===== src/bbpf_fifo.sv =====
// ----------------------------------------------------------------------------
// bbpf_fifo: command queue
// Short queue between the front end and the back end.
// ----------------------------------------------------------------------------
`timescale 1ns / 1ps

module bbpf_fifo #(
  parameter int unsigned Width = 8,
  parameter int unsigned Depth = 4
) (
  input  logic             clk_i,
  input  logic             rst_ni,
  input  logic             push_i,
  input  logic [Width-1:0] push_data_i,
  output logic             ready_o,
  input  logic             pop_i,
  output logic             valid_o,
  output logic [Width-1:0] pop_data_o
);

  localparam int unsigned PtrW = (Depth > 1) ? $clog2(Depth) : 1;
  localparam int unsigned CntW = $clog2(Depth + 1);

  logic [Width-1:0] mem_q [Depth];
  logic [PtrW-1:0]  wr_ptr_q, wr_ptr_d, rd_ptr_q, rd_ptr_d;
  logic [CntW-1:0]  cnt_q, cnt_d;
  logic             do_push, do_pop;

  assign ready_o    = (cnt_q != CntW'(Depth));
  assign valid_o    = (cnt_q != '0);
  assign pop_data_o = mem_q[rd_ptr_q];
  assign do_push    = push_i && ready_o;
  assign do_pop     = pop_i && valid_o;

  always_comb begin
    wr_ptr_d = wr_ptr_q;
    rd_ptr_d = rd_ptr_q;
    cnt_d    = cnt_q;
    if (do_push) begin
      wr_ptr_d = (wr_ptr_q == PtrW'(Depth - 1)) ? '0 : wr_ptr_q + PtrW'(1);
    end
    if (do_pop) begin
      rd_ptr_d = (rd_ptr_q == PtrW'(Depth - 1)) ? '0 : rd_ptr_q + PtrW'(1);
    end
    if (do_push && !do_pop) begin
      cnt_d = cnt_q + CntW'(1);
    end else if (do_pop && !do_push) begin
      cnt_d = cnt_q - CntW'(1);
    end
  end

  always_ff @(posedge clk_i or negedge rst_ni) begin
    if (!rst_ni) begin
      wr_ptr_q <= '0;
      rd_ptr_q <= '0;
      cnt_q    <= '0;
    end else begin
      wr_ptr_q <= wr_ptr_d;
      rd_ptr_q <= rd_ptr_d;
      cnt_q    <= cnt_d;
    end
  end

  always_ff @(posedge clk_i) begin
    if (do_push) begin
      mem_q[wr_ptr_q] <= push_data_i;
    end
  end

endmodule


===== config.mk =====
export PLATFORM = sky130hd
export DESIGN_NAME = bbpf_fifo
export DESIGN_NICKNAME = d
export VERILOG_FILES = /design/src/bbpf_fifo.sv
export SDC_FILE = /design/constraint.sdc
export NUM_CORES = 1
export LEC_CHECK = 0
export ABC_AREA = 1
export BUFFER_PORTS_ARGS = -buffer_cell sky130_fd_sc_hd__buf_2
export CORE_ASPECT_RATIO = 1.5
export CORE_MARGIN = 3
export CORE_UTILIZATION = 55
export DETAILED_ROUTE_END_ITERATION = 16
export PLACE_DENSITY = 0.79
export RECOVER_POWER = 25
export SYNTH_ARGS = -nofsm -noshare
export SYNTH_HDL_FRONTEND = slang
export SYNTH_SLANG_ARGS = --single-unit
export TNS_END_PERCENT = 5

===== constraint.sdc =====
create_clock -name clk_i -period 4.2 [get_ports clk_i]
set_input_delay 0 -clock clk_i [delete_from_list [all_inputs] [get_ports clk_i]]
set_output_delay 0 -clock clk_i [all_outputs]
set_load 0.02 [all_outputs]

==> impl_metrics.toml <==
[place]
gp_congestion = 0.792
place_hpwl_um = 1930
preCtsSetupSlack_ps = 2360
io_buffers = 21

[synthesis]
netlist_area_mm2 = 0.00175
synth_top_cell_by_area = "edfxtp_1"
ys_types = 16
synth-seq-cells = 39
synthTopCellsByArea = "edfxtp_1, dfrtp_1, nand2_1"
yosys_warnings = 0
synth_area_per_cell_um2 = 11.5
synthesis.nets = 171
synth_top_cell_area_share_pct = 54.8
yosysSeqAreaShare_pct = 64.8
syn_inst = 152

[timing]
clock.fmax_mhz = 533
slew_headroom_pct = 33.9
setup_tns_ps = 0
layout_setup_ws_ps = 2320
finalCritPeriodShare_pct = 44.6
tightest_slew_ps = 992
drv_slew = 0
finalSetupViolations = 0
clock_skew_ps = 4.60
timing.final.crit_period_ps = 1880
grt_setup_unrepaired = "false"
timing.final.hold_violations = 0

[clock_network]
cts_buffers = 5
cts-resized-gates = 0
clock-sinks = 39
cts_tree = "built"
clock_path_buffers = 2
hold_buffers = 11
post-cts-setup-buffer-count = 0
clock_latency_ps = 280
clk_pin_slew_ps = 70
root_buffer = "clkbuf_8"
htree_levels = 2

[detailed_routing]
wl_per_cell_um = 12.2
dr.pass1.iters = 4
drt-total-wl_um = 2750
vias = 1106
drtAntennaViolNets = 0
vias_per_cell = 4.89
drc = 0
drt_iter0_markers = 10

[critical_path]
crit_chain = "inv_1 > nand3_2 > nand2_2 > inv_1 > ha_1 > inv_1 > fa_1 > nand2_1 > o21ai_0"
critPathSlowestCell = "fa_1"
worstPathArrival_ps = 2020
cp_common_cell = "inv_1"
critPathMaxStageDelay_ps = 440
start_kind = "flip-flop"
crit_required_ps = 4350
path_class = "reg2reg"
endpoint_kind = "flip-flop"
crit_path_max_fanout = 7

[floorplanning]
rows = 24
pin_count = 22
start_util_pct = 59.0
core_area_mm2 = 0.00297
die-width_um = 52.1
fp.dieH_um = 75.2
dieArea_mm2 = 0.00392

[power_and_ir_drop]
p_leak_nw = 0.887
power.density_mw_per_mm2 = 668
vdd_ir_drop_max_mv = 0.426

[finish]
syn_to_final_growth_pct = 16.7
nNetsFinal = 205
drive_above_1_share_pct = 14.4
n_antenna_cell = 0

[global_route]
first_global_vias = 1075
gr-usage-all-layers_pct = 16.2
grt_max_degree = 36
antenna_found_initial = 0
overflow = 0
grt_first_pass_wirelength_um = 4530

[min_path]
hp-class = "in2async"

[job]
drv_cap = 0

[outcome]
status = "finished, final reports clean"
area by class of cell:
class | count | area, um^2
sequential | 39 | 1140
fill | 221 | 926
inverter | 30 | 113
multi-input combinational | 78 | 449
timing repair buffer | 32 | 209
clock inverter | 1 | 5.00
tap | 39 | 48.8
clock buffer | 7 | 86.3
state kept, by name, indices dropped and copies added (netlist names):
register and cells:
wr_ptr_q 2, mem_q 32, rd_ptr_q 2, cnt_q 3
synth_stat cells:
cell type	count
o211ai_1	16
xnor2_1	1
buf_6	5
nor2_1	6
nand2_2	2
dfrtp_1	7
o21ai_0	1
nand3_1	6
ha_1	6
fa_1	1
inv_2	1
inv_1	29
nand3_2	1
nand4_1	1
edfxtp_1	32
nand2_1	37
metal layers:
layer	part of all wire [%]	up-vias	global-route usage, %
li1	-	568	-
met1	41	513	16.5
met2	54	20	31.3
met3	3.5	5	4.75
met4	0.91	0	4.37
met5	0	-	0
metrics by stage:
stage	hold WS, ps	power, mW	cells	utilization (%)	cell area, um^2
floorplan	-296	1.01	152	-	1750
global placement	-164	1.09	207	62.3	1850
detailed placement	-156	1.13	207	62.3	1850
CTS	67.5	1.38	226	69.1	2050
global route	165	1.47	226	68.9	2050
finish	140	1.37	226	68.9	2050
cells by family after synthesis:
kind of cell	share of synthesized area [%]
xor+xnor	0.499
buf+inv	9.63
compound gates	7.13
flops	64.8
fa+ha+maj	5.42
simple gates	12.6
placed cells by master (no fill, tap or decap), types with 2 or more instances in the layout:
cell and n:
edfxtp_1 32, clkbuf_8 6, dlygate4sd3_1 11, o211ai_1 16
inv_1 29, nand2_2 2, nand2_1 37, clkbuf_1 6
nand3_1 6, dfrtp_1 7, buf_2 16, ha_1 6
nor2_1 6
power by group:
part	internal (mW)	switching (mW)	leakage, nW	total, mW
registers	0.520	0.0998	0.378	0.619
clock network	0.132	0.113	0.0482	0.245
logic	0.185	0.317	0.461	0.502
critical path: cells and delay by family (launching register included):
kind            cells  cell delay (ps)
simple gates        3              340
buf+inv             3              270
fa+ha+maj           2              650
compound gates      1               90
flops               1              400
path summary, 6_finish.rpt:
kind	startpoint	end	slack [ps]	cells past startpoint
setup / recovery	cnt_q[1]$_DFFE_PN0P_	cnt_q[1]$_DFFE_PN0P_	2320	9
hold / removal	rst_ni	wr_ptr_q[1]$_DFFE_PN0P_	140	2
setup reg to reg	cnt_q[1]$_DFFE_PN0P_	cnt_q[1]$_DFFE_PN0P_	2320	9
hold reg to reg	cnt_q[2]$_DFFE_PN0P_	cnt_q[2]$_DFFE_PN0P_	550	2
max in group asynchronous	rst_ni	cnt_q[0]$_DFFE_PN0P_	3780	2
min in group clk_i	push_data_i[0]	mem_q[3][0]$_DFFE_PP_	470	2
(Power assumes the default switching activity.)
