**config.mk**
```make
export PLATFORM = sky130hd
export DESIGN_NAME = bbpf_front_flat
export DESIGN_NICKNAME = d
export VERILOG_FILES = /design/src/bbpf_pkg.sv /design/src/bbpf_if.sv /design/src/bbpf_front.sv /design/src/flat_wrapper.sv
export SDC_FILE = /design/constraint.sdc
export NUM_CORES = 1
export LEC_CHECK = 0
export ABC_AREA = 1
export BUFFER_PORTS_ARGS = -buffer_cell sky130_fd_sc_hd__buf_2
export CAP_MARGIN = 0
export CORE_MARGIN = 2
export CORE_UTILIZATION = 52
export DETAILED_ROUTE_END_ITERATION = 8
export PLACE_DENSITY = 0.83
export SYNTH_ARGS = -nofsm -noshare
export SYNTH_HDL_FRONTEND = slang
export SYNTH_SLANG_ARGS = --single-unit
```
**constraint.sdc**
```tcl
create_clock -name clk_i -period 6.5 [get_ports clk_i]
set_input_delay 0.325 -clock clk_i [delete_from_list [all_inputs] [get_ports clk_i]]
set_output_delay 0.325 -clock clk_i [all_outputs]
set_load 0.05 [all_outputs]
```
**src/bbpf_pkg.sv**
```systemverilog
// ----------------------------------------------------------------------------
// bbpf_pkg: shared types and constants
// Actions, render modes, register indexes and the command word that
// travels from the front end to the back end.
// ----------------------------------------------------------------------------
`timescale 1ns / 1ps

package bbpf_pkg;

  localparam int unsigned PAGE_BYTES      = 32'hA000;
  localparam int unsigned SMALL_W         = 160;
  localparam int unsigned SMALL_H         = 128;
  localparam int unsigned PAL_DEPTH       = 256;
  localparam int unsigned MOSAIC_MAX      = 16;
  localparam int unsigned CFG_DATA_W      = 8;

  typedef enum logic [1:0] {
    ACT_VWRITE = 2'd0,
    ACT_PWRITE = 2'd1,
    ACT_RENDER = 2'd2,
    ACT_NONE   = 2'd3
  } action_e;

  typedef enum logic [1:0] {
    MODE_DIRECT = 2'd0,
    MODE_PAL    = 2'd1,
    MODE_SMALL  = 2'd2,
    MODE_BLANK  = 2'd3
  } mode_e;

  typedef enum logic [1:0] {
    REG_MODE     = 2'd0,
    REG_PAGE     = 2'd1,
    REG_MOSAIC   = 2'd2,
    REG_MOSAIC_W = 2'd3
  } reg_e;

  typedef enum logic [1:0] {
    CMD_VWRITE = 2'd0,
    CMD_PWRITE = 2'd1,
    CMD_RENDER = 2'd2
  } cmd_e;

  typedef struct packed {
    cmd_e        kind;
    logic [15:0] vidx;      // video halfword index, or palette index in [7:0]
    logic [15:0] data;      // write data
    logic [7:0]  x;
    logic        vzero;     // skip the video read, use zero
    logic        pal_mode;  // colour comes from the palette
    logic        odd;       // high byte of the halfword is the palette index
    logic        transp;
  } cmd_t;

endpackage

```
**src/bbpf_if.sv**
```systemverilog
// ----------------------------------------------------------------------------
// bbpf_if: channel interfaces
// Input item, result and register write channels, valid/ready handshake.
// ----------------------------------------------------------------------------
`timescale 1ns / 1ps

interface bbpf_in_if;
  logic        valid;
  logic        ready;
  logic [1:0]  action;
  logic [15:0] address;
  logic [15:0] write_data;
  logic [7:0]  pixel_x;
  logic [7:0]  scan_line;
  logic [3:0]  mosaic_line_offset;

  modport source (output valid, action, address, write_data, pixel_x, scan_line,
                  mosaic_line_offset, input ready);
  modport sink (input valid, action, address, write_data, pixel_x, scan_line,
                mosaic_line_offset, output ready);
endinterface


interface bbpf_cfg_if;
  logic       valid;
  logic       ready;
  logic [1:0] index;
  logic [7:0] data;

  modport source (output valid, index, data, input ready);
  modport sink (input valid, index, data, output ready);
endinterface

```
**src/bbpf_front.sv**
```systemverilog
// ----------------------------------------------------------------------------
// bbpf_front: item decode and address generation
// Holds the registers and the mosaic counter, turns each word into a command.
// ----------------------------------------------------------------------------
`timescale 1ns / 1ps

module bbpf_front import bbpf_pkg::*; #(
  parameter int unsigned VIDEO_HALFWORDS = 49152,
  parameter int unsigned LINE_PIXELS     = 240
) (
  input  logic        clk_i,
  input  logic        rst_ni,
  bbpf_in_if.sink     in_i,
  bbpf_cfg_if.sink    cfg_i,
  output logic        push_o,
  output cmd_t        cmd_o,
  input  logic        fifo_ready_i
);

  logic [1:0]  mode_q;
  logic        page_q, mosaic_q;
  logic [4:0]  mosaic_w_q;
  logic [3:0]  cnt_q, cnt_d;

  logic        accept;
  action_e     act;
  logic [3:0]  cnt_eff;
  logic [7:0]  line, sx;
  logic [8:0]  mul_k;
  logic [16:0] prod, offs, sum, idx;
  logic        oob, in_frame;
  logic [4:0]  w_eff, cnt_next;

  assign cfg_i.ready = 1'b1;
  assign in_i.ready  = fifo_ready_i;
  assign accept      = in_i.valid && fifo_ready_i;
  assign act         = action_e'(in_i.action);

  // Source line and column
  always_comb begin
    cnt_eff = (in_i.pixel_x == '0) ? '0 : cnt_q;
    line    = in_i.scan_line;
    sx      = in_i.pixel_x;
    if (mosaic_q) begin
      line = ({4'd0, in_i.mosaic_line_offset} > in_i.scan_line) ? '0 :
             in_i.scan_line - {4'd0, in_i.mosaic_line_offset};
      sx   = ({4'd0, cnt_eff} > in_i.pixel_x) ? '0 : in_i.pixel_x - {4'd0, cnt_eff};
    end
  end

  // Halfword index: byte address in paletted mode, halfwords otherwise
  always_comb begin
    mul_k = (mode_e'(mode_q) == MODE_SMALL) ? 9'(SMALL_W) : 9'(LINE_PIXELS);
    prod  = 17'(line) * 17'(mul_k);
    unique case (mode_e'(mode_q))
      MODE_PAL:   offs = page_q ? 17'(PAGE_BYTES) : '0;
      MODE_SMALL: offs = page_q ? 17'(PAGE_BYTES / 2) : '0;
      default:    offs = '0;
    endcase
    sum      = offs + prod + 17'(sx);
    idx      = (mode_e'(mode_q) == MODE_PAL) ? {1'b0, sum[16:1]} : sum;
    oob      = (idx >= 17'(VIDEO_HALFWORDS));
    in_frame = (sx < 8'(SMALL_W)) && (line < 8'(SMALL_H));
  end

  always_comb begin
    cmd_o.kind     = CMD_RENDER;
    cmd_o.vidx     = in_i.address;
    cmd_o.data     = in_i.write_data;
    cmd_o.x        = in_i.pixel_x;
    cmd_o.vzero    = 1'b0;
    cmd_o.pal_mode = 1'b0;
    cmd_o.odd      = 1'b0;
    cmd_o.transp   = 1'b0;
    push_o         = 1'b0;
    unique case (act)
      ACT_VWRITE: begin
        cmd_o.kind = CMD_VWRITE;
        push_o     = accept && (17'(in_i.address) < 17'(VIDEO_HALFWORDS));
      end
      ACT_PWRITE: begin
        cmd_o.kind = CMD_PWRITE;
        push_o     = accept && (17'(in_i.address) < 17'(PAL_DEPTH));
      end
      ACT_RENDER: begin
        push_o     = accept;
        cmd_o.vidx = idx[15:0];
        unique case (mode_e'(mode_q))
          MODE_DIRECT: cmd_o.vzero = oob;
          MODE_PAL: begin
            cmd_o.vzero    = oob;
            cmd_o.pal_mode = 1'b1;
            cmd_o.odd      = sum[0];
          end
          MODE_SMALL: begin
            cmd_o.vzero  = oob || !in_frame;
            cmd_o.transp = !in_frame;
          end
          MODE_BLANK: begin
            cmd_o.vzero  = 1'b1;
            cmd_o.transp = 1'b1;
          end
        endcase
      end
      ACT_NONE: push_o = 1'b0;
    endcase
  end

  // Mosaic counter: advance per rendered pixel, wrap at the clamped width
  always_comb begin
    w_eff    = (mosaic_w_q == '0) ? 5'd1 :
               (mosaic_w_q > 5'(MOSAIC_MAX)) ? 5'(MOSAIC_MAX) : mosaic_w_q;
    cnt_next = {1'b0, cnt_eff} + 5'd1;
    cnt_d    = cnt_q;
    if (accept && (act == ACT_RENDER)) begin
      if (mosaic_q) begin
        cnt_d = (cnt_next >= w_eff) ? '0 : cnt_next[3:0];
      end else begin
        cnt_d = cnt_eff;
      end
    end
  end

  always_ff @(posedge clk_i or negedge rst_ni) begin
    if (!rst_ni) begin
      mode_q     <= '0;
      page_q     <= 1'b0;
      mosaic_q   <= 1'b0;
      mosaic_w_q <= 5'd1;
      cnt_q      <= '0;
    end else begin
      cnt_q <= cnt_d;
      if (cfg_i.valid) begin
        unique case (reg_e'(cfg_i.index))
          REG_MODE:     mode_q     <= cfg_i.data[1:0];
          REG_PAGE:     page_q     <= cfg_i.data[0];
          REG_MOSAIC:   mosaic_q   <= cfg_i.data[0];
          REG_MOSAIC_W: mosaic_w_q <= cfg_i.data[4:0];
        endcase
      end
    end
  end

endmodule

```
**src/flat_wrapper.sv**
```systemverilog
// flat-port wrapper written by rule: the top's interface ports become plain ports
module bbpf_front_flat import bbpf_pkg::*;
#(
  parameter int unsigned VIDEO_HALFWORDS = 49152,
  parameter int unsigned LINE_PIXELS     = 240
)
  (clk_i, rst_ni, push_o, cmd_o, fifo_ready_i, in_i_valid, in_i_action, in_i_address, in_i_write_data, in_i_pixel_x, in_i_scan_line, in_i_mosaic_line_offset, in_i_ready, cfg_i_valid, cfg_i_index, cfg_i_data, cfg_i_ready);
  bbpf_in_if in_i_i ();
  bbpf_cfg_if cfg_i_i ();
  input  logic clk_i;
  input  logic rst_ni;
  output logic push_o;
  output cmd_t cmd_o;
  input  logic fifo_ready_i;
  input wire logic [$bits(in_i_i.valid)-1:0] in_i_valid;
  input wire logic [$bits(in_i_i.action)-1:0] in_i_action;
  input wire logic [$bits(in_i_i.address)-1:0] in_i_address;
  input wire logic [$bits(in_i_i.write_data)-1:0] in_i_write_data;
  input wire logic [$bits(in_i_i.pixel_x)-1:0] in_i_pixel_x;
  input wire logic [$bits(in_i_i.scan_line)-1:0] in_i_scan_line;
  input wire logic [$bits(in_i_i.mosaic_line_offset)-1:0] in_i_mosaic_line_offset;
  output wire logic [$bits(in_i_i.ready)-1:0] in_i_ready;
  input wire logic [$bits(cfg_i_i.valid)-1:0] cfg_i_valid;
  input wire logic [$bits(cfg_i_i.index)-1:0] cfg_i_index;
  input wire logic [$bits(cfg_i_i.data)-1:0] cfg_i_data;
  output wire logic [$bits(cfg_i_i.ready)-1:0] cfg_i_ready;
  assign in_i_i.valid = in_i_valid;
  assign in_i_i.action = in_i_action;
  assign in_i_i.address = in_i_address;
  assign in_i_i.write_data = in_i_write_data;
  assign in_i_i.pixel_x = in_i_pixel_x;
  assign in_i_i.scan_line = in_i_scan_line;
  assign in_i_i.mosaic_line_offset = in_i_mosaic_line_offset;
  assign in_i_ready = in_i_i.ready;
  assign cfg_i_i.valid = cfg_i_valid;
  assign cfg_i_i.index = cfg_i_index;
  assign cfg_i_i.data = cfg_i_data;
  assign cfg_i_ready = cfg_i_i.ready;
  bbpf_front #(.VIDEO_HALFWORDS(VIDEO_HALFWORDS), .LINE_PIXELS(LINE_PIXELS)) u_core (.clk_i(clk_i), .rst_ni(rst_ni), .in_i(in_i_i), .cfg_i(cfg_i_i), .push_o(push_o), .cmd_o(cmd_o), .fifo_ready_i(fifo_ready_i));
endmodule
```
==> results.sh, run 1 <==
export IMPL_hold_path_class="input port to flip-flop"
export IMPL_drt_pass1_iter_count=4
export IMPL_layout_drive_gt1_share_pct=22.30
export IMPL_wire_per_inst_um=12.39
export IMPL_crit_path_start_kind="input port"
export IMPL_status="completed"
export IMPL_setup_viol=0
export IMPL_drt_iter0_markers=94
export IMPL_insertion_delay_ps=240
export IMPL_slowest_delay_ps=500
export IMPL_portBuffers=81
export IMPL_clkSlewWorstSetupHoldPaths_ps=50
export IMPL_postSynthAreaPerCell_um2=6.940
export IMPL_cp_slowest_cell="fa_1"
export IMPL_cap_violations=0
export IMPL_arrival_ps=5760
export IMPL_overflow=0
export IMPL_critPathTopFamily="adder cells"
export IMPL_critical_path_max_fanout=5
export IMPL_die_width_um=84.45
export IMPL_grt_pass1_vias=3076
export IMPL_fp_dieH_um=84.45
export IMPL_num_vias=3244
export IMPL_ioPinCount=118
export IMPL_fmax_mhz=164.4
export IMPL_synth_seq_cells=13
export IMPL_antenna_found_initial=0
export IMPL_syn_inst=485
export IMPL_holdWs_ps=314.7
export IMPL_syn_area_um2=3366
export IMPL_power_total_mw=1.558
export IMPL_via_per_inst=5.275
export IMPL_yosysWarnings=0
export IMPL_seq_area_frac_synth_pct=9.703
export IMPL_vdd_drop_max_mv=0.3944
export IMPL_start_util_pct=53.31
export IMPL_async_flop_share_pct=100.0
export IMPL_rsz0062_at_grt="no"
export IMPL_drv_slew=0
export IMPL_final_common_cell="inv_1"
export IMPL_period_minus_slack_ps=6081
export IMPL_routed_wl_um=7622
export IMPL_cts_buffers=3
export IMPL_ys_flop_type="dfrtp_1"
export IMPL_finalSetupTns_ps=0
export IMPL_core_area_um2=6314
export IMPL_synth_edff_count=0
export IMPL_synthDistinctLibCells=47
export IMPL_p_leak_nw=2.169
export IMPL_worst_slack_ps=418.9
export IMPL_finClkSkew_ps=1.303
export IMPL_p_per_area_nw_per_um2=419.9
export IMPL_min_period_over_period_pct=93.56
export IMPL_place_ws_ps=410.2
export IMPL_root_buffer="clkbuf_8"
export IMPL_layout_common_cells="93 x inv_1, 85 x nand2_1, 79 x buf_2, 50 x ha_1, 41 x nor2_1"
export IMPL_nets=679
export IMPL_synthesis_nets=625
export IMPL_antenna_cells=0
export IMPL_place_congestion=0.8941
export IMPL_drtAntennaViolNets=0
export IMPL_critPathBufInv=3
export IMPL_drc=0
export IMPL_critPathKind="input port to primary output"
export IMPL_syn_to_final_growth_pct=10.26
export IMPL_rows=29
export IMPL_htree_levels=1
export IMPL_dieArea_um2=7132
export IMPL_cts_tree="yes"
export IMPL_clock_sinks=13
export IMPL_clock_path_buffers=2
export IMPL_grt_pass1_wl_um=13020
export IMPL_endpoint_kind="primary output"
export IMPL_hold_viol=0
export IMPL_grt_max_degree=18
export IMPL_cp_required_ps=6170
export IMPL_gr_usage_all_layers_pct=21.56
export IMPL_hpwl_um=6669
-- where the power goes --
| group | leakage, nW | internal [mW] | switching [mW] |
|---|---|---|---|
| clock | 0.0228 | 0.0432 | 0.0269 |
| combinational | 1.99 | 0.479 | 0.889 |
| sequential | 0.151 | 0.0996 | 0.0210 |
| total | 2.17 | 0.621 | 0.937 |
-- final timing paths --
kind	slack, ps	endpoint	start	cells past startpoint
max in group asynchronous	5720	u_core.mosaic_w_q[0]	rst_ni	2
min in group asynchronous	510	u_core.cnt_q[0]	rst_ni	2
setup / recovery	420	cmd_o[43]	in_i_pixel_x[5]	27
setup reg to reg	4170	u_core.cnt_q[1]	u_core.cnt_q[1]	12
hold reg to reg	530	u_core.mosaic_w_q[1]	u_core.mosaic_w_q[1]	2
hold / removal	310	u_core.mosaic_w_q[3]	cfg_i_data[3]	2
-- logic make-up after synthesis --
group                      after synthesis  synth area share [%]
DFF                                     13                 9.703
xor gates and xnor gates                 8                 2.528
AOI/OAI and AO/OA                       69                 12.64
adders and majority gates               71                 31.08
and+or+nand+nor                        182                 24.65
muxes                                    2                0.6691
other                                    1                0.1114
buffers and inverters                  139                 18.62
-- flip-flops by register name (all words and copies together), names as in the netlist --
signal,count
u_core.mode_q,2
u_core.page_q,1
u_core.mosaic_q,1
u_core.cnt_q,4
u_core.mosaic_w_q,5
-- per-stage QoR --
stage               utilization [%]  std cells  cell area (µm²)
floorplan                         -        485             3366
global placement              57.71        610             3643
detailed placement            57.71        610             3643
CTS                           58.58        615             3699
global route                  58.78        615             3711
finish                        58.78        615             3711
-- timing repair --
item / 4_1_cts / 5_1_grt
buffers inserted: 0 / 0
gates resized for setup: 0 / 3
endpoints found under the hold margin: 12 / 0
hold buffers: 1 / 0
endpoints found under the setup margin: 0 / 2
-- synthesized netlist by cell type, types with 2 or more instances --
master	number	area, µm²
nand4_1	4	25.02
xnor2_1	3	26.28
nand2_4	2	22.52
inv_2	11	41.29
o21ai_1	11	55.05
mux2_2	2	22.52
fa_1	21	420.4
inv_1	93	349.1
ha_1	50	625.6
inv_4	2	12.51
nand3_1	28	140.1
nor2_2	5	31.28
clkbuf_1	5	18.77
buf_2	2	10.01
nor4_1	3	18.77
dfrtp_1	12	300.3
nor2_1	41	153.9
buf_4	26	195.2
nor3b_1	2	15.01
a21oi_2	2	17.52
o221ai_1	12	105.1
a22oi_1	3	22.52
o211ai_1	2	15.01
o21ai_0	13	65.06
a31oi_1	3	18.77
nand2_1	85	319.1
xor2_1	3	26.28
xor2_2	2	32.53
a21oi_1	19	95.09
-- layer usage --
layer	track usage [%]	up-vias	routed length (µm)
li1	-	1636	-
met1	28.33	1501	3328
met2	39.90	91	3829
met3	0.6883	16	389
met4	4.040	0	74
met5	0	-	0
-- final cells by class --
type                       count  area (µm²)
sequential                    13       326.6
multi-input combinational    333        2420
timing repair buffer          82       420.4
tap                           77       96.34
fill                         612        2603
clock buffer                   4       45.04
inverter                     106       402.9
No activity file was read; power rests on OpenSTA's default activity.
==> inputs of run 2 (changes only) <==
==> constraint.sdc (replaced) <==
create_clock -name clk_i -period 6.5 [get_ports clk_i]
set_input_delay 0 -clock clk_i [delete_from_list [all_inputs] [get_ports clk_i]]
set_output_delay 0 -clock clk_i [all_outputs]
set_load 0.05 [all_outputs]
==> results.sh, run 2 (synthesis gave the netlist of run 1 again) <==
export IMPL_clock_sinks=13
export IMPL_die_width_um=84.45
export IMPL_grt_max_degree=18
export IMPL_hpwl_um=6780
export IMPL_root_buffer="clkbuf_8"
export IMPL_endpoint_kind="primary output"
export IMPL_max_slew_margin_pct=65.75
export IMPL_reg2regPathDepth=12
export IMPL_seqCellArea_um2=326.6
export IMPL_clock_path_buffers=2
export IMPL_portBuffers=81
export IMPL_holdWs_ps=0.02196
export IMPL_period_minus_slack_ps=5502
export IMPL_place_congestion=0.8883
export IMPL_reg2reg_to="u_core.cnt_q[1]"
export IMPL_p_per_area_nw_per_um2=419.4
export IMPL_ioPinCount=118
export IMPL_drc=0
export IMPL_crit_path_start_kind="input port"
export IMPL_r2r_start="u_core.cnt_q[1]"
export IMPL_dieArea_um2=7132
export IMPL_vdd_drop_max_mv=0.2994
export IMPL_worst_slack_ps=998.3
export IMPL_multi_input_area_um2=2412
export IMPL_start_util_pct=53.31
export IMPL_rsz0062_at_grt="no"
export IMPL_fill_cells=593
export IMPL_hold_path_end="cmd_o[16]"
export IMPL_drv_slew=0
export IMPL_fp_dieH_um=84.45
export IMPL_antenna_cells=0
export IMPL_drtAntennaViolNets=0
export IMPL_critical_path_max_fanout=5
export IMPL_nets=680
export IMPL_arrival_ps=5500
export IMPL_rows=29
export IMPL_hold_path_class="input port to primary output"
export IMPL_antenna_found_initial=0
export IMPL_drt_iter0_markers=98
export IMPL_drt_pass1_iter_count=4
export IMPL_stdcell_count=616
export IMPL_min_period_over_period_pct=84.64
export IMPL_gr_usage_all_layers_pct=21.83
export IMPL_layout_common_cells="93 x inv_1, 85 x nand2_1, 81 x buf_2, 50 x ha_1, 41 x nor2_1"
export IMPL_wire_per_inst_um=12.73
export IMPL_worstHoldPathCells=0
export IMPL_core_area_um2=6314
export IMPL_cp_required_ps=6500
export IMPL_dpl_cell_count=610
export IMPL_ff2ff_setup_slack_ps=4100
export IMPL_finClkSkew_ps=2.961
export IMPL_cap_violations=0
export IMPL_hp_start="in_i_write_data[4]"
export IMPL_cts_buffers=3
export IMPL_critPathKind="input port to primary output"
export IMPL_finalCoreUtilization_pct=58.74
export IMPL_status="completed"
export IMPL_hold_viol=0
export IMPL_via_per_inst=5.297
export IMPL_placed_area_um2=3643
export IMPL_place_ws_ps=1046
export IMPL_grt_pass1_vias=3085
export IMPL_final_common_cell="inv_1"
export IMPL_overflow=0
export IMPL_reg_top3="u_core.mosaic_w_q (5), u_core.cnt_q (4), u_core.mode_q (2)"
export IMPL_p_leak_nw=2.172
export IMPL_insertion_delay_ps=240
export IMPL_top_register="u_core.mosaic_w_q"
export IMPL_syn_to_final_growth_pct=10.19
export IMPL_fmax_mhz=181.8
export IMPL_num_vias=3263
export IMPL_cts_tree="yes"
export IMPL_routed_wl_um=7841
export IMPL_finalInstanceArea_um2=3709
export IMPL_finalSetupTns_ps=0
export IMPL_largest_reg_flops=5
export IMPL_layout_drive_gt1_share_pct=22.08
export IMPL_power_total_mw=1.555
export IMPL_setup_viol=0
export IMPL_htree_levels=1
export IMPL_tightest_slew_ps=509.1
export IMPL_grt_pass1_wl_um=13100
[run 2: cell count changes in the layout (fill, tap and decap cells not counted), sizes merged]
cell and change:
buf +2, dlygate4sd3 +1, clkbuf -2
[run 2: power by group]
part           total [mW]  leakage (nW)  internal (mW)  switching (mW)
registers           0.121         0.151         0.0996          0.0212
clock network      0.0711        0.0228         0.0433          0.0278
logic                1.36          2.00          0.473           0.890
total                1.56          2.17          0.616           0.940
[run 2: area by class of cell]
cell class	count	area share, %
clock buffer	4	1.215
inverter	106	10.86
multi-input combinational	333	65.05
sequential	13	8.806
tap	77	2.598
timing repair buffer	83	11.47
[run 2: how the worst max path moves through the flow]
stage                         start         to  slack [ps]  depth (start not counted)
floorplan           in_i_pixel_x[5]  cmd_o[43]        1170                         25
global placement    in_i_pixel_x[5]  cmd_o[43]        1150                         27
detailed placement  in_i_pixel_x[5]  cmd_o[43]        1050                         27
CTS                 in_i_pixel_x[5]  cmd_o[43]        1020                         27
global route        in_i_pixel_x[5]  cmd_o[43]         690                         27
finish              in_i_pixel_x[5]  cmd_o[43]        1000                         27
[run 2: metal layers]
| layer | global-route usage, % | up-vias | wire, µm |
|---|---|---|---|
| met5 | 0 | - | 0 |
| met4 | 6.638 | 0 | 168 |
| met3 | 1.377 | 23 | 438 |
| met2 | 40.55 | 111 | 3948 |
| met1 | 27.05 | 1497 | 3286 |
| li1 | - | 1632 | - |
[run 2: timing repair]
action                                  CTS  global route
endpoints found under the setup margin    0             0
resized for setup                         0             0
hold buffers                              2             0
hold endpoints to repair                 14             0
setup buffers                             0             0
[run 2: critical path: stages]
cell	delay [ps]
buf_2	130
nor2_2	150
nand3_2	130
or2_4	320
nand2_4	90
inv_4	50
ha_1	180
fa_1	400
nor2_1	160
o21ai_2	110
nand3_1	130
nand2_1	80
nor2_1	150
fa_1	460
ha_1	310
ha_1	320
fa_1	490
ha_1	270
fa_1	420
nand3_1	100
nand2_1	100
nand4_1	100
nand2_1	70
xor2_1	170
nand2_1	100
a31oi_1	230
buf_2	300
==> inputs of run 3 (changes only) <==
--- a/config.mk
+++ b/config.mk
@@ -9,9 +9,9 @@
 export BUFFER_PORTS_ARGS = -buffer_cell sky130_fd_sc_hd__buf_2
 export CAP_MARGIN = 0
 export CORE_MARGIN = 2
-export CORE_UTILIZATION = 52
+export CORE_UTILIZATION = 47
 export DETAILED_ROUTE_END_ITERATION = 8
-export PLACE_DENSITY = 0.83
+export PLACE_DENSITY = 0.79
 export SYNTH_ARGS = -nofsm -noshare
 export SYNTH_HDL_FRONTEND = slang
 export SYNTH_SLANG_ARGS = --single-unit
==> constraint.sdc (replaced) <==
create_clock -name clk_i -period 4.7 [get_ports clk_i]
set_input_delay 0 -clock clk_i [delete_from_list [all_inputs] [get_ports clk_i]]
set_output_delay 0 -clock clk_i [all_outputs]
set_load 0.05 [all_outputs]
==> results.sh, run 3 (synthesis gave the netlist of run 1 again) <==
export IMPL_status="finished, violations left"
export IMPL_violations="setup timing"
export IMPL_arrival_ps=4930
export IMPL_worstHoldPathCells=0
export IMPL_min_period_over_period_pct=104.9
export IMPL_cp_required_ps=4700
export IMPL_dieArea_um2=7854
export IMPL_hold_path_class="input port to primary output"
export IMPL_fill_cells=486
export IMPL_layout_drive_gt1_share_pct=44.86
export IMPL_ioPinCount=118
export IMPL_period_minus_slack_ps=4929
export IMPL_cap_violations=0
export IMPL_finalInstanceArea_um2=4941
export IMPL_power_total_mw=3.726
export IMPL_clock_path_buffers=2
export IMPL_gr_usage_all_layers_pct=25.45
export IMPL_antenna_found_initial=0
export IMPL_tightest_slew_ps=623.5
export IMPL_overflow=0
export IMPL_layout_common_cells="86 x inv_1, 81 x buf_4, 77 x nand2_1, 72 x buf_2, 37 x ha_1"
export IMPL_drtAntennaViolNets=0
export IMPL_max_slew_margin_pct=58.39
export IMPL_start_util_pct=49.00
export IMPL_antenna_cells=0
export IMPL_grtUsageMet3_pct=2.239
export IMPL_portBuffers=81
export IMPL_reg_top3="u_core.mosaic_w_q (5), u_core.cnt_q (4), u_core.mode_q (2)"
export IMPL_fmax_mhz=202.9
export IMPL_clock_sinks=13
export IMPL_worst_slack_ps=-229.3
export IMPL_finalCoreUtilization_pct=71.93
export IMPL_vdd_drop_max_mv=0.5492
export IMPL_placed_area_um2=4218
export IMPL_syn_to_final_growth_pct=46.80
export IMPL_cts_tree="yes"
export IMPL_cts_buffers=3
export IMPL_crit_path_start_kind="flip-flop"
export IMPL_drt_pass1_iter_count=6
export IMPL_largest_reg_flops=5
export IMPL_via_per_inst=5.514
export IMPL_p_leak_nw=2.641
export IMPL_die_width_um=88.63
export IMPL_reg2regPathDepth=14
export IMPL_drc=0
export IMPL_clkSlewWorstSetupHoldPaths_ps=60
export IMPL_root_buffer="clkbuf_8"
export IMPL_grt_pass1_wl_um=16060
export IMPL_hold_viol=0
export IMPL_endpoint_kind="primary output"
export IMPL_grt_max_degree=18
export IMPL_drt_iter0_markers=169
export IMPL_finClkSkew_ps=4.897
export IMPL_htree_levels=1
export IMPL_fp_dieH_um=88.63
export IMPL_critical_path_max_fanout=3
export IMPL_final_common_cell="inv_1"
export IMPL_grt_busiest_layer="met2"
export IMPL_insertion_delay_ps=250
export IMPL_place_congestion=0.8891
export IMPL_setup_viol=7
export IMPL_num_vias=3959
export IMPL_core_area_um2=6869
export IMPL_nets=763
export IMPL_grt_pass1_vias=3735
export IMPL_rsz0062_at_grt="yes"
export IMPL_drv_slew=0
export IMPL_routed_wl_um=12070
export IMPL_wire_per_inst_um=16.81
export IMPL_gr_usage_met2_pct=46.68
export IMPL_p_per_area_nw_per_um2=754.1
export IMPL_critPathKind="flip-flop to primary output"
export IMPL_top_register="u_core.mosaic_w_q"
export IMPL_grt_use_met1_pct=31.18
export IMPL_hpwl_um=7688
export IMPL_rows=30
-- run 3: power by group --
group / internal, mW / leakage [nW] / switching, mW
clock network: 0.0600 / 0.0228 / 0.0420
logic: 1.45 / 2.47 / 2.01
registers: 0.138 / 0.150 / 0.0255
total: 1.65 / 2.64 / 2.08
-- run 3: cell type report --
class	instances	area [µm²]	share of cell area, %
tap	96	120.1	2.431
sequential	13	327.8	6.635
multi-input combinational	333	2930	59.31
timing repair buffer	166	1115	22.56
clock buffer	4	45.04	0.9116
inverter	106	402.9	8.154
-- run 3: worst paths after layout --
check                                      from  slack (ps)                    to
min                         in_i_write_data[11]        0.02             cmd_o[23]
max reg2reg                     u_core.cnt_q[1]        2260       u_core.cnt_q[2]
max                             u_core.cnt_q[0]        -230             cmd_o[42]
min reg2reg                u_core.mosaic_w_q[0]         510  u_core.mosaic_w_q[0]
min in group asynchronous                rst_ni         160  u_core.mosaic_w_q[2]
max in group asynchronous                rst_ni        4250  u_core.mosaic_w_q[0]
-- run 3: per-layer routing --
layer	share of wire [%]	vias to the layer above
li1	-	1805
met2	53	196
met3	6.2	65
met1	36	1893
met4	4.8	0
met5	0	-
-- run 3: stage by stage --
step / worst slack [ps] / hold WS (ps) / instances / TNS, ps
3_3_place_gp: -287.9 / -102.7 / 688 / -1543
5_1_grt: -423.5 / 0.07877 / 718 / -2537
3_5_place_dp: -411.8 / -97.33 / 688 / -2474
6_report: -229.3 / 0.02195 / 718 / -962.3
2_1_floorplan: 1.845 / -295.6 / 485 / 0
4_1_cts: -198.7 / 0.3409 / 712 / -946.7
-- run 3: critical path: stages (launching register included) --
cell     delay [ps]
dfrtp_1         410
nand2_4         110
inv_4            50
ha_4            150
fa_2            360
nor2_2          120
o21ai_2          90
nand3_2         100
buf_6           110
buf_4           100
nand3_1         110
fa_1            410
inv_2            80
ha_4            200
ha_4            150
fa_1            490
ha_4            190
fa_2            350
nand3_2          90
nand2_4          80
nand4_1         130
nand2_2          80
xor2_2          200
nor2_2           80
buf_4           140
o21ai_4         110
buf_6           170
-- run 3: timing repair --
item / CTS / global route
buffers inserted: 17 / 6
gates resized for setup: 47 / 56
endpoints found under the hold margin: 15 / 0
endpoints found under the setup margin: 10 / 10
hold buffers: 3 / 0
pin swaps: 22 / 38
